## src/double_to_float_saturating_defines.svh

```systemverilog
// Assertion macros shared by the conversion block.
`ifndef DOUBLE_TO_FLOAT_SATURATING_DEFINES_SVH
`define DOUBLE_TO_FLOAT_SATURATING_DEFINES_SVH
// Implication checked on every clock edge outside reset.
`define D2F_ASSERT_IMP(lbl, clk, rst, ante, cons, msg) \
   lbl: assert property (@(posedge clk) disable iff (rst) (ante) |-> (cons)) else $error(msg);
// Next-cycle implication checked outside reset.
`define D2F_ASSERT_NEXT(lbl, clk, rst, ante, cons, msg) \
   lbl: assert property (@(posedge clk) disable iff (rst) (ante) |=> (cons)) else $error(msg);
`endif

```

## src/d2f_pkg.sv

```systemverilog
// Shared constants, types and conversion function for the fp64 to fp32 block.
package d2f_pkg;
   localparam int unsigned DBL_W = 64;
   localparam int unsigned SGL_W = 32;
   localparam int unsigned STAT_W = 3;

   typedef enum logic [STAT_W-1:0] {
      ST_OK   = 3'd0,
      ST_NAN  = 3'd1,
      ST_MAX  = 3'd2,
      ST_ZERO = 3'd3,
      ST_MIN  = 3'd4
   } status_type;

   typedef struct packed {
      logic [SGL_W-1:0] single_bits;
      status_type       conversion_status;
   } result_type;

   localparam logic [62:0] D_INF_MAG    = 63'h7FF0000000000000;
   localparam logic [62:0] D_FLTMAX_MAG = 63'h47EFFFFFE0000000;
   localparam logic [62:0] D_FLTMIN_MAG = 63'h3810000000000000;
   localparam logic [62:0] D_HALFSUB    = 63'h3690000000000000;
   localparam logic [30:0] S_FLTMAX     = 31'h7F7FFFFF;
   localparam logic [30:0] S_FLTMIN     = 31'h00800000;
   localparam logic [10:0] EXP_REBIAS   = 11'd896;

   // Full conversion of one binary64 word.
   function automatic result_type convert(input logic [DBL_W-1:0] x);
      logic [62:0] mag;
      logic        sgn;
      logic [10:0] e;
      logic [30:0] f;
      logic [28:0] rem;
      logic        up;
      result_type  r;
      mag = x[62:0];
      sgn = x[63];
      e   = mag[62:52];
      rem = mag[28:0];
      f   = {8'(e - EXP_REBIAS), mag[51:29]};
      up  = (rem > 29'h10000000) || ((rem == 29'h10000000) && f[0]);
      if (mag > D_INF_MAG) begin
         r.single_bits = {1'b1, S_FLTMAX};
         r.conversion_status = ST_NAN;
      end else if (mag > D_FLTMAX_MAG) begin
         r.single_bits = {sgn, S_FLTMAX};
         r.conversion_status = ST_MAX;
      end else if (mag <= D_HALFSUB) begin
         r.single_bits = '0;
         r.conversion_status = ST_ZERO;
      end else if (mag < D_FLTMIN_MAG) begin
         r.single_bits = {sgn, S_FLTMIN};
         r.conversion_status = ST_MIN;
      end else begin
         r.single_bits = {sgn, f + {30'd0, up}};
         r.conversion_status = ST_OK;
      end
      return r;
   endfunction
endpackage

```

## src/d2f_req_if.sv

```systemverilog
// Input channel carrying one binary64 word.
interface d2f_req_if;
   logic        valid;
   logic        ready;
   logic [63:0] double_bits;
   modport source (output valid, output double_bits, input ready);
   modport sink (input valid, input double_bits, output ready);
endinterface

```

## src/d2f_rsp_if.sv

```systemverilog
// Result channel carrying one binary32 word and its status.
interface d2f_rsp_if;
   logic        valid;
   logic        ready;
   logic [31:0] single_bits;
   logic [2:0]  conversion_status;
   modport source (output valid, output single_bits, output conversion_status, input ready);
   modport sink (input valid, input single_bits, input conversion_status, output ready);
endinterface

```

## src/double_to_float_saturating.sv

```systemverilog
// Top level: binary64 to saturating binary32 converter.
// Usage:
//   req: valid/ready channel with one binary64 word (double_bits).
//   rsp: valid/ready channel with single_bits and conversion_status.
//   Each word is registered at the input, converted by the combinational
//   logic between the input register and the result register, and shown on
//   rsp from the result register once it has moved there.
//   Throughput: one word per cycle while rsp does not stall; a two-stage
//   pipeline whose stages advance whenever the next stage is empty or
//   being emptied. When rsp stalls, the result register holds and the
//   input register fills; req.ready then drops until the result is taken.
//   Reset (synchronous, active high) empties both stages; no
//   words are lost once accepted. Results are never NaN, infinite or
//   subnormal; status tells which replacement rule applied.
module double_to_float_saturating (
   input logic clock,
   input logic reset,
   d2f_req_if.sink req,
   d2f_rsp_if.source rsp
);
   import d2f_pkg::*;
   `include "double_to_float_saturating_defines.svh"

   logic             in_vld_ff, in_vld_in;
   logic [DBL_W-1:0] in_word_ff;
   logic             out_vld_ff, out_vld_in;
   result_type       out_ff;
   logic             out_adv, in_adv;

   // stage handshakes
   assign out_adv   = !out_vld_ff || rsp.ready;
   assign in_adv    = !in_vld_ff || out_adv;
   assign req.ready = in_adv;
   assign in_vld_in  = in_adv ? req.valid : in_vld_ff;
   assign out_vld_in = out_adv ? in_vld_ff : out_vld_ff;

   // control
   always_ff @(posedge clock) begin
      if (reset) begin
         in_vld_ff  <= 1'b0;
         out_vld_ff <= 1'b0;
      end else begin
         in_vld_ff  <= in_vld_in;
         out_vld_ff <= out_vld_in;
      end
   end

   // payload
   always_ff @(posedge clock) begin
      if (in_adv && req.valid) in_word_ff <= req.double_bits;
      if (out_adv && in_vld_ff) out_ff <= convert(in_word_ff);
   end

   assign rsp.valid             = out_vld_ff;
   assign rsp.single_bits       = out_ff.single_bits;
   assign rsp.conversion_status = out_ff.conversion_status;

   `D2F_ASSERT_NEXT(a_hold, clock, reset, out_vld_ff && !rsp.ready, out_vld_ff && $stable(out_ff), "stalled result changed")
   `D2F_ASSERT_NEXT(a_move, clock, reset, in_vld_ff && out_adv, out_vld_ff, "input word lost")
   `D2F_ASSERT_IMP(a_nonan, clock, reset, out_vld_ff, out_ff.single_bits[30:23] != 8'hFF, "result not finite")
   `D2F_ASSERT_IMP(a_zero, clock, reset, out_vld_ff && out_ff.conversion_status == ST_ZERO, out_ff.single_bits == 32'd0, "flush not plus zero")
endmodule
```

## src/flat_wrapper.sv

```systemverilog
// flat-port wrapper written by rule: the top's interface ports become plain ports
module double_to_float_saturating_flat import d2f_pkg::*;
  (clock, reset, req_valid, req_double_bits, req_ready, rsp_valid, rsp_single_bits, rsp_conversion_status, rsp_ready);
  d2f_req_if req_i ();
  d2f_rsp_if rsp_i ();
  input logic clock;
  input logic reset;
  input wire logic [$bits(req_i.valid)-1:0] req_valid;
  input wire logic [$bits(req_i.double_bits)-1:0] req_double_bits;
  output wire logic [$bits(req_i.ready)-1:0] req_ready;
  output wire logic [$bits(rsp_i.valid)-1:0] rsp_valid;
  output wire logic [$bits(rsp_i.single_bits)-1:0] rsp_single_bits;
  output wire logic [$bits(rsp_i.conversion_status)-1:0] rsp_conversion_status;
  input wire logic [$bits(rsp_i.ready)-1:0] rsp_ready;
  assign req_i.valid = req_valid;
  assign req_i.double_bits = req_double_bits;
  assign req_ready = req_i.ready;
  assign rsp_valid = rsp_i.valid;
  assign rsp_single_bits = rsp_i.single_bits;
  assign rsp_conversion_status = rsp_i.conversion_status;
  assign rsp_i.ready = rsp_ready;
  double_to_float_saturating u_core (.clock(clock), .reset(reset), .req(req_i), .rsp(rsp_i));
endmodule
```

## config.mk

```make
export PLATFORM = sky130hd
export DESIGN_NAME = double_to_float_saturating_flat
export DESIGN_NICKNAME = d
export VERILOG_FILES = /design/src/d2f_pkg.sv /design/src/d2f_req_if.sv /design/src/d2f_rsp_if.sv /design/src/double_to_float_saturating.sv /design/src/flat_wrapper.sv
export VERILOG_INCLUDE_DIRS = /design/src /design/src/src
export SDC_FILE = /design/constraint.sdc
export NUM_CORES = 1
export LEC_CHECK = 0
export BUFFER_PORTS_ARGS = -buffer_cell sky130_fd_sc_hd__buf_4
export CORE_ASPECT_RATIO = 2
export CORE_MARGIN = 4
export CORE_UTILIZATION = 45
export CTS_BUF_LIST = sky130_fd_sc_hd__clkbuf_2 sky130_fd_sc_hd__clkbuf_4 sky130_fd_sc_hd__clkbuf_8
export CTS_CLUSTER_DIAMETER = 120
export DETAILED_ROUTE_END_ITERATION = 12
export GPL_ROUTABILITY_DRIVEN = 0
export PLACE_DENSITY_LB_ADDON = 0.15
export RECOVER_POWER = 50
export SLEW_MARGIN = 0
export SYNTH_ARGS = -nofsm -noshare
export SYNTH_HDL_FRONTEND = slang
export SYNTH_SLANG_ARGS = --single-unit
```

## constraint.sdc

```tcl
create_clock -name clock -period 5.5 [get_ports clock]
set_clock_uncertainty 0.15 [all_clocks]
set_input_delay 0.55 -clock clock [delete_from_list [all_inputs] [get_ports clock]]
set_output_delay 0.55 -clock clock [all_outputs]
set_load 0.05 [all_outputs]
```

== Word-level counts from Yosys, hierarchy flattened ==
Index checks and enable logic that the tools add are counted.
Word-level totals
  output and inout port bits: 37
  word-level logic and storage cells: 29
  bits in registers: 101
Operators by class
  add/subtract/negate cells: 2
  eq/ne operators: 1
  order comparisons: 5
  mux-type cells: 3
  reductions and logical operators: 10
Operators by type and width (number)
  63-bit greater-than comparator, second input constant: 2
  35-bit two-way mux: 2
  63-bit by 62-bit <= comparator with 1-bit output, second input constant: 1
  63-bit by 62-bit less-than comparator with 1-bit output, second input constant: 1
  34-bit two-way mux: 1
  31-bit by 1-bit adder with 31-bit output: 1
  29-bit equality test, second input constant: 1
  29-bit greater-than comparator, second input constant: 1
  8-bit subtractor, second input constant: 1
  1-bit logical AND: 3
  1-bit logical OR: 3
  3-bit OR reduction: 1
  1-bit zero test: 2
  2-bit OR reduction: 1

== Logic depth before layout (Yosys ltp) ==
  word-level depth: 7
  depth in mapped cells: 7
  depth with buffers taken out: 7

== Worst setup path before layout ==
OpenSTA, ideal clock, no wires.
  path kind: reg-to-reg
  from: register u_core.out_vld_ff (netlist: u_core.rsp.valid)
  to: register u_core.in_word_ff[0] (enable)
  setup slack: 2264 ps
  stages on the path, launching flop included: 4
  buffers on the path: 0
  library setup time: 429 ps
  clock period less this slack: 3236 ps
  data required time: 4921 ps
  arrival: 2658 ps
  cell sequence: dfxtp_1 > nor2b_1 > nand2_1 > and2_1
Between the ends
  word-level cells in the longest chain between the ends: 4
Ends and longest elaborated chain
  start: declaration: line double_to_float_saturating.sv:26  | logic out_vld_ff, out_vld_in;
  start signal: assignment: line double_to_float_saturating.sv:44  | out_vld_ff <= out_vld_in;
  1-bit zero test: line double_to_float_saturating.sv:31  | assign out_adv = !out_vld_ff || rsp.ready;
  1-bit logical OR: line double_to_float_saturating.sv:31
  1-bit logical OR: line double_to_float_saturating.sv:32  | assign in_adv = !in_vld_ff || out_adv;
  named net req_ready: line flat_wrapper.sv:10  | output wire logic [$bits(req_i.ready)-1:0] req_ready;
  1-bit logical AND: line double_to_float_saturating.sv:50  | if (in_adv && req.valid) in_word_ff <= req.double_bits;
  end signal: assignment: line double_to_float_saturating.sv:50
  end: declaration: line double_to_float_saturating.sv:25  | logic [DBL_W-1:0] in_word_ff;
The timed path passes the listed nets, and every way through them passes these cells.
A chain may end at the register's enable or synchronous reset.

== Worst setup path in the final report ==
  from: register u_core.in_word_ff[14]
  to: register u_core.out_ff, in the netlist u_core.rsp.conversion_status[1] (data pin)
Between the ends
  word-level cells in the longest chain between the ends: 3
  elaborated cells on any way between the ends: 5
  those cells by class: order compare: 3; mux: 2
Ends and longest elaborated chain
  63-bit by 62-bit <= comparator with 1-bit output: line d2f_pkg.sv:49  | end else if (mag <= D_HALFSUB) begin
  35-bit two-way mux: line d2f_pkg.sv:49
  35-bit two-way mux: line d2f_pkg.sv:46  | end else if (mag > D_FLTMAX_MAG) begin
  end signal: assignment: line double_to_float_saturating.sv:51  | if (out_adv && in_vld_ff) out_ff <= convert(in_word_ff);
  end: declaration: line double_to_float_saturating.sv:27  | result_type out_ff;
Parallel ways exist; a longest one is shown, timed or not.

==> metrics.md <==
| Metric | Value |
|---|---|
| Status | `finished, violations left` |
| Failing checks | `max-capacitance violations, max-slew violations` |
| Final setup fails | `0` |
| Core area | `around 0.0094 sq mm` |
| Syn. warnings | `0` |
| Slew Limit Headroom | `-0.1633` |
| Post-route setup slack | `around 2.7 ns` |
| Reg-to-reg endpoint | `u_core.rsp.conversion_status[1]` |
| Fillers | `789` |
| Synth Area in Compound Gates | `0.08026` |
| Die area | `approximately 0.011 sq mm` |
| Syn avg cell area | `15.48 sq um` |
| Final net count | `460` |
| Vias per inst | `5.068` |
| Yosys top cell by area | `edfxtp_1` |
| Setup crit end | `u_core.rsp.conversion_status[1]` |
| Total GRT Usage | `0.1485` |
| Fin. Hold Viols | `0` |
| Crit. End Element | `flop` |
| Latest clock arrival within the worst-skew pair | `0.37 ns` |
| Synth top area cells | `edfxtp_1 (68%), o21ai_2 (5.6%), xor2_1 (3.0%)` |
| R2R depth | `5` |
| Hpwl dp | `6311 um` |
| DRC Markers | `0` |
| Slowest CP cell | `a21oi_4` |
| Critical Path Start Type | `flop` |
| Worst Path Max Fanout | `33` |
| Synthesis-to-layout area growth | `23.31%` |
| Layout cell share with drive strength beyond 1 | `0.3813` |
| Placement Cell Area | `0.005268 sq mm` |
| # rows | `50` |
| Most common cell in the netlist | `edfxtp_1` |
| Hold Crit Start | `reset` |
| Initial core utilization | `0.4637` |
| Hold Crit Class | `input pin to flop` |
| Pleak | `~1.8 nW` |
| Max Cap Viol | `1` |
| Worst EP arrival | `2.72 ns` |
| Main combinational cell family by area after synthesis | `simple AND/OR/NAND/NOR gates` |
| Grt total ovfl | `0` |
| WP data required | `5.44 ns` |
| Final Instance Area | `0.005401 sq mm` |
| Post-layout util | `0.5718` |
| NetSw | `0.3861 mW` |
| XOR/XNOR share of the synthesized area | `0.05798` |
| Synth Area in Simple Gates | `0.1494` |
| Int Power | `1.184 mW` |
| TritonRoute pass-1 iters | `6` |
| Worst-margin pin slew | `1.745 ns` |
| CTS max path bufs | `2` |
| First-pass GRT wire length | `13090 um` |
| DRT antenna net count | `0` |
| Routed wire length | `7999 um` |
| Ys async rst share | `0` |
| Die width | `77.77 um` |
| Reg2reg start | `u_core.in_word_ff[14]` |
| Reg clk slew, reported paths | `0.09 ns` |
| Clock Sink Count | `101` |
| CTS H-Tree Depth | `3` |
| Vias | `2666` |
| CTS resizes | `0` |
| CP cell instances | `nor4_1 > nand4b_1 > o21a_1 > a21oi_4 > a21oi_1` |
| Mux cell area share after synthesis | `0.002571` |
| # hold bufs at CTS | `0` |
| Post-CTS Setup Bufs | `0` |
| Post-route setup TNS | `0 ns` |
| Synth Instances | `about 280` |
| Most frequent cells after synthesis | `edfxtp_1 (99), o21ai_2 (28), nor4_1 (15), xor2_1 (15), xnor2_1 (14)` |
| Die H | `147.5 um` |
| Post-synthesis adder-cell area fraction | `0.002856` |
| Final Hold Slack | `0.1805 ns` |
| Clk network pwr share | `0.300` |
| Antenna violations before repair | `0` |
| Crit share post-route | `0.5068` |
| Largest net degree at the start of global routing | `65` |
| Top_reg_cell synth | `edfxtp_1` |
| CP Launch Point | `u_core.in_word_ff[14]` |
| Min Clock Period, post-route | `2.788 ns` |
| R2R setup slack | `2.71 ns` |
| Number of enable flip-flop cells after synthesis | `99` |
| Number of global-route vias before repair | `2844` |
| Final slew viol count | `36` |
| CTS root buffer | `clkbuf_8` |
| RSZ-0062 raised after global routing | `false` |
| Io pins | `105` |
| Sequential area share after synthesis | `0.6878` |
| CTS Buf Count | `9` |
| Detail-routed net length per standard cell | `15.21 um` |
| PwrDens | `290.6 mW/mm^2` |
| Critical path's largest stage delay | `around 0.87 ns` |
| Post-synthesis instance area | `0.004380 sq mm` |
| Critical path type | `flop to flop` |
| Net Sw Frac | `0.2460` |
| Syn nets | `about 350` |
| Max VDD drop | `0.0002081 V` |
| Initial DRC Count | `71` |
| Port buffer count | `104` |
| Setup WS pre-CTS | `2.665 ns` |
| Diodes inserted | `0` |
| Fmax achieved | `358.7 MHz` |
| Share of power burned in registers | `0.591` |
| CTS tree | `built` |
| Top-area cell type share of the netlist area | `0.6787` |
| Cell variety after synth | `45` |
| Logic pwr share | `0.109` |
| Count of state elements after synthesis | `101` |
## final cells by class
class / count / area (sq um) / share of cell area
multi-input cells: 172 / 1292 / 0.2393
clock inverters: 6 / 70.07 / 0.01297
inverters: 1 / 3.754 / 0.0006949
clock buffers: 10 / 131.4 / 0.02432
repair buffers: 106 / 728.2 / 0.1348
well taps: 130 / 162.7 / 0.03011
flip-flops and latches: 101 / 3013 / 0.5578
## logic make-up (layout without fill, tap and decap cells)
group / count (synthesis) / in the layout
flip-flops: 101 / 101
buffers and inverters: 10 / 123
adder cells (fa/ha/maj): 1 / 1
AO/OA/AOI/OAI: 43 / 43
AND/OR/NAND/NOR: 98 / 98
multiplexers: 1 / 1
XOR/XNOR: 29 / 29
## cells in the final DEF, fill, tap and decap left out, types with 3 or more instances in the layout
| master | count |
|---|---|
| o21ai_2 | 28 |
| a21oi_1 | 3 |
| and3_1 | 3 |
| nor4_1 | 15 |
| edfxtp_1 | 99 |
| clkbuf_1 | 18 |
| clkbuf_4 | 65 |
| buf_4 | 24 |
| xor2_1 | 15 |
| nand4_1 | 9 |
| nor3_1 | 7 |
| nor2_1 | 8 |
| nand3_1 | 12 |
| nor4_2 | 5 |
| nand2_1 | 12 |
| o21ai_0 | 3 |
| xnor2_1 | 14 |
| clkbuf_8 | 9 |
| and4_1 | 4 |
## power groups by stage
stage | combinational [mW] | sequential (mW) | clock [mW]
floorplan | 0.0675 | 0.986 | 0
global placement | 0.179 | 0.944 | 0
detailed placement | 0.182 | 0.945 | 0
CTS | 0.182 | 0.928 | 0.484
global route | 0.186 | 0.933 | 0.521
finish | 0.171 | 0.928 | 0.470
## metrics by stage
stage          cells  power, mW
6_report         526      1.570
5_1_grt          526      1.640
4_1_cts          526      1.594
3_5_place_dp     510      1.128
3_3_place_gp     510      1.123
2_1_floorplan    283      1.053
## how the worst min path moves through the flow
stage                     cells after the start  slack (ns)                to
final                                         2        0.18  u_core.rsp.valid
after global placement                        2        0.34  u_core.rsp.valid
after floorplan                               2        0.33  u_core.rsp.valid
after CTS                                     2        0.17  u_core.rsp.valid
after detailed placement                      2        0.35  u_core.rsp.valid
after global routing                          2        0.17  u_core.in_vld_ff
## critical path: cells and delay by family, from the launching register on
| kind | cells | cell delay, ns |
|---|---|---|
| flops | 1 | 0.38 |
| simple gates | 2 | 0.67 |
| compound gates | 3 | 1.30 |
## sequential cells by signal, indices dropped and copies added, names as in the netlist
| signal | count |
|---|---|
| u_core.in_vld_ff | 1 |
| u_core.in_word_ff | 64 |
| u_core.rsp.conversion_status | 3 |
| u_core.rsp.single_bits | 32 |
| u_core.rsp.valid | 1 |
## layer usage
| metal | vias to the layer above | track usage | wire [um] | part of all wire |
|---|---|---|---|---|
| met4 | 0 | 0.08200 | 251 | 0.031 |
| met5 | - | 0 | 0 | 0 |
| met3 | 17 | 0.03963 | 487 | 0.061 |
| met2 | 83 | 0.2809 | 4485 | 0.56 |
| li1 | 1330 | - | - | - |
| met1 | 1236 | 0.1394 | 2774 | 0.35 |
Note: power is estimated with default switching activity, not from simulation.
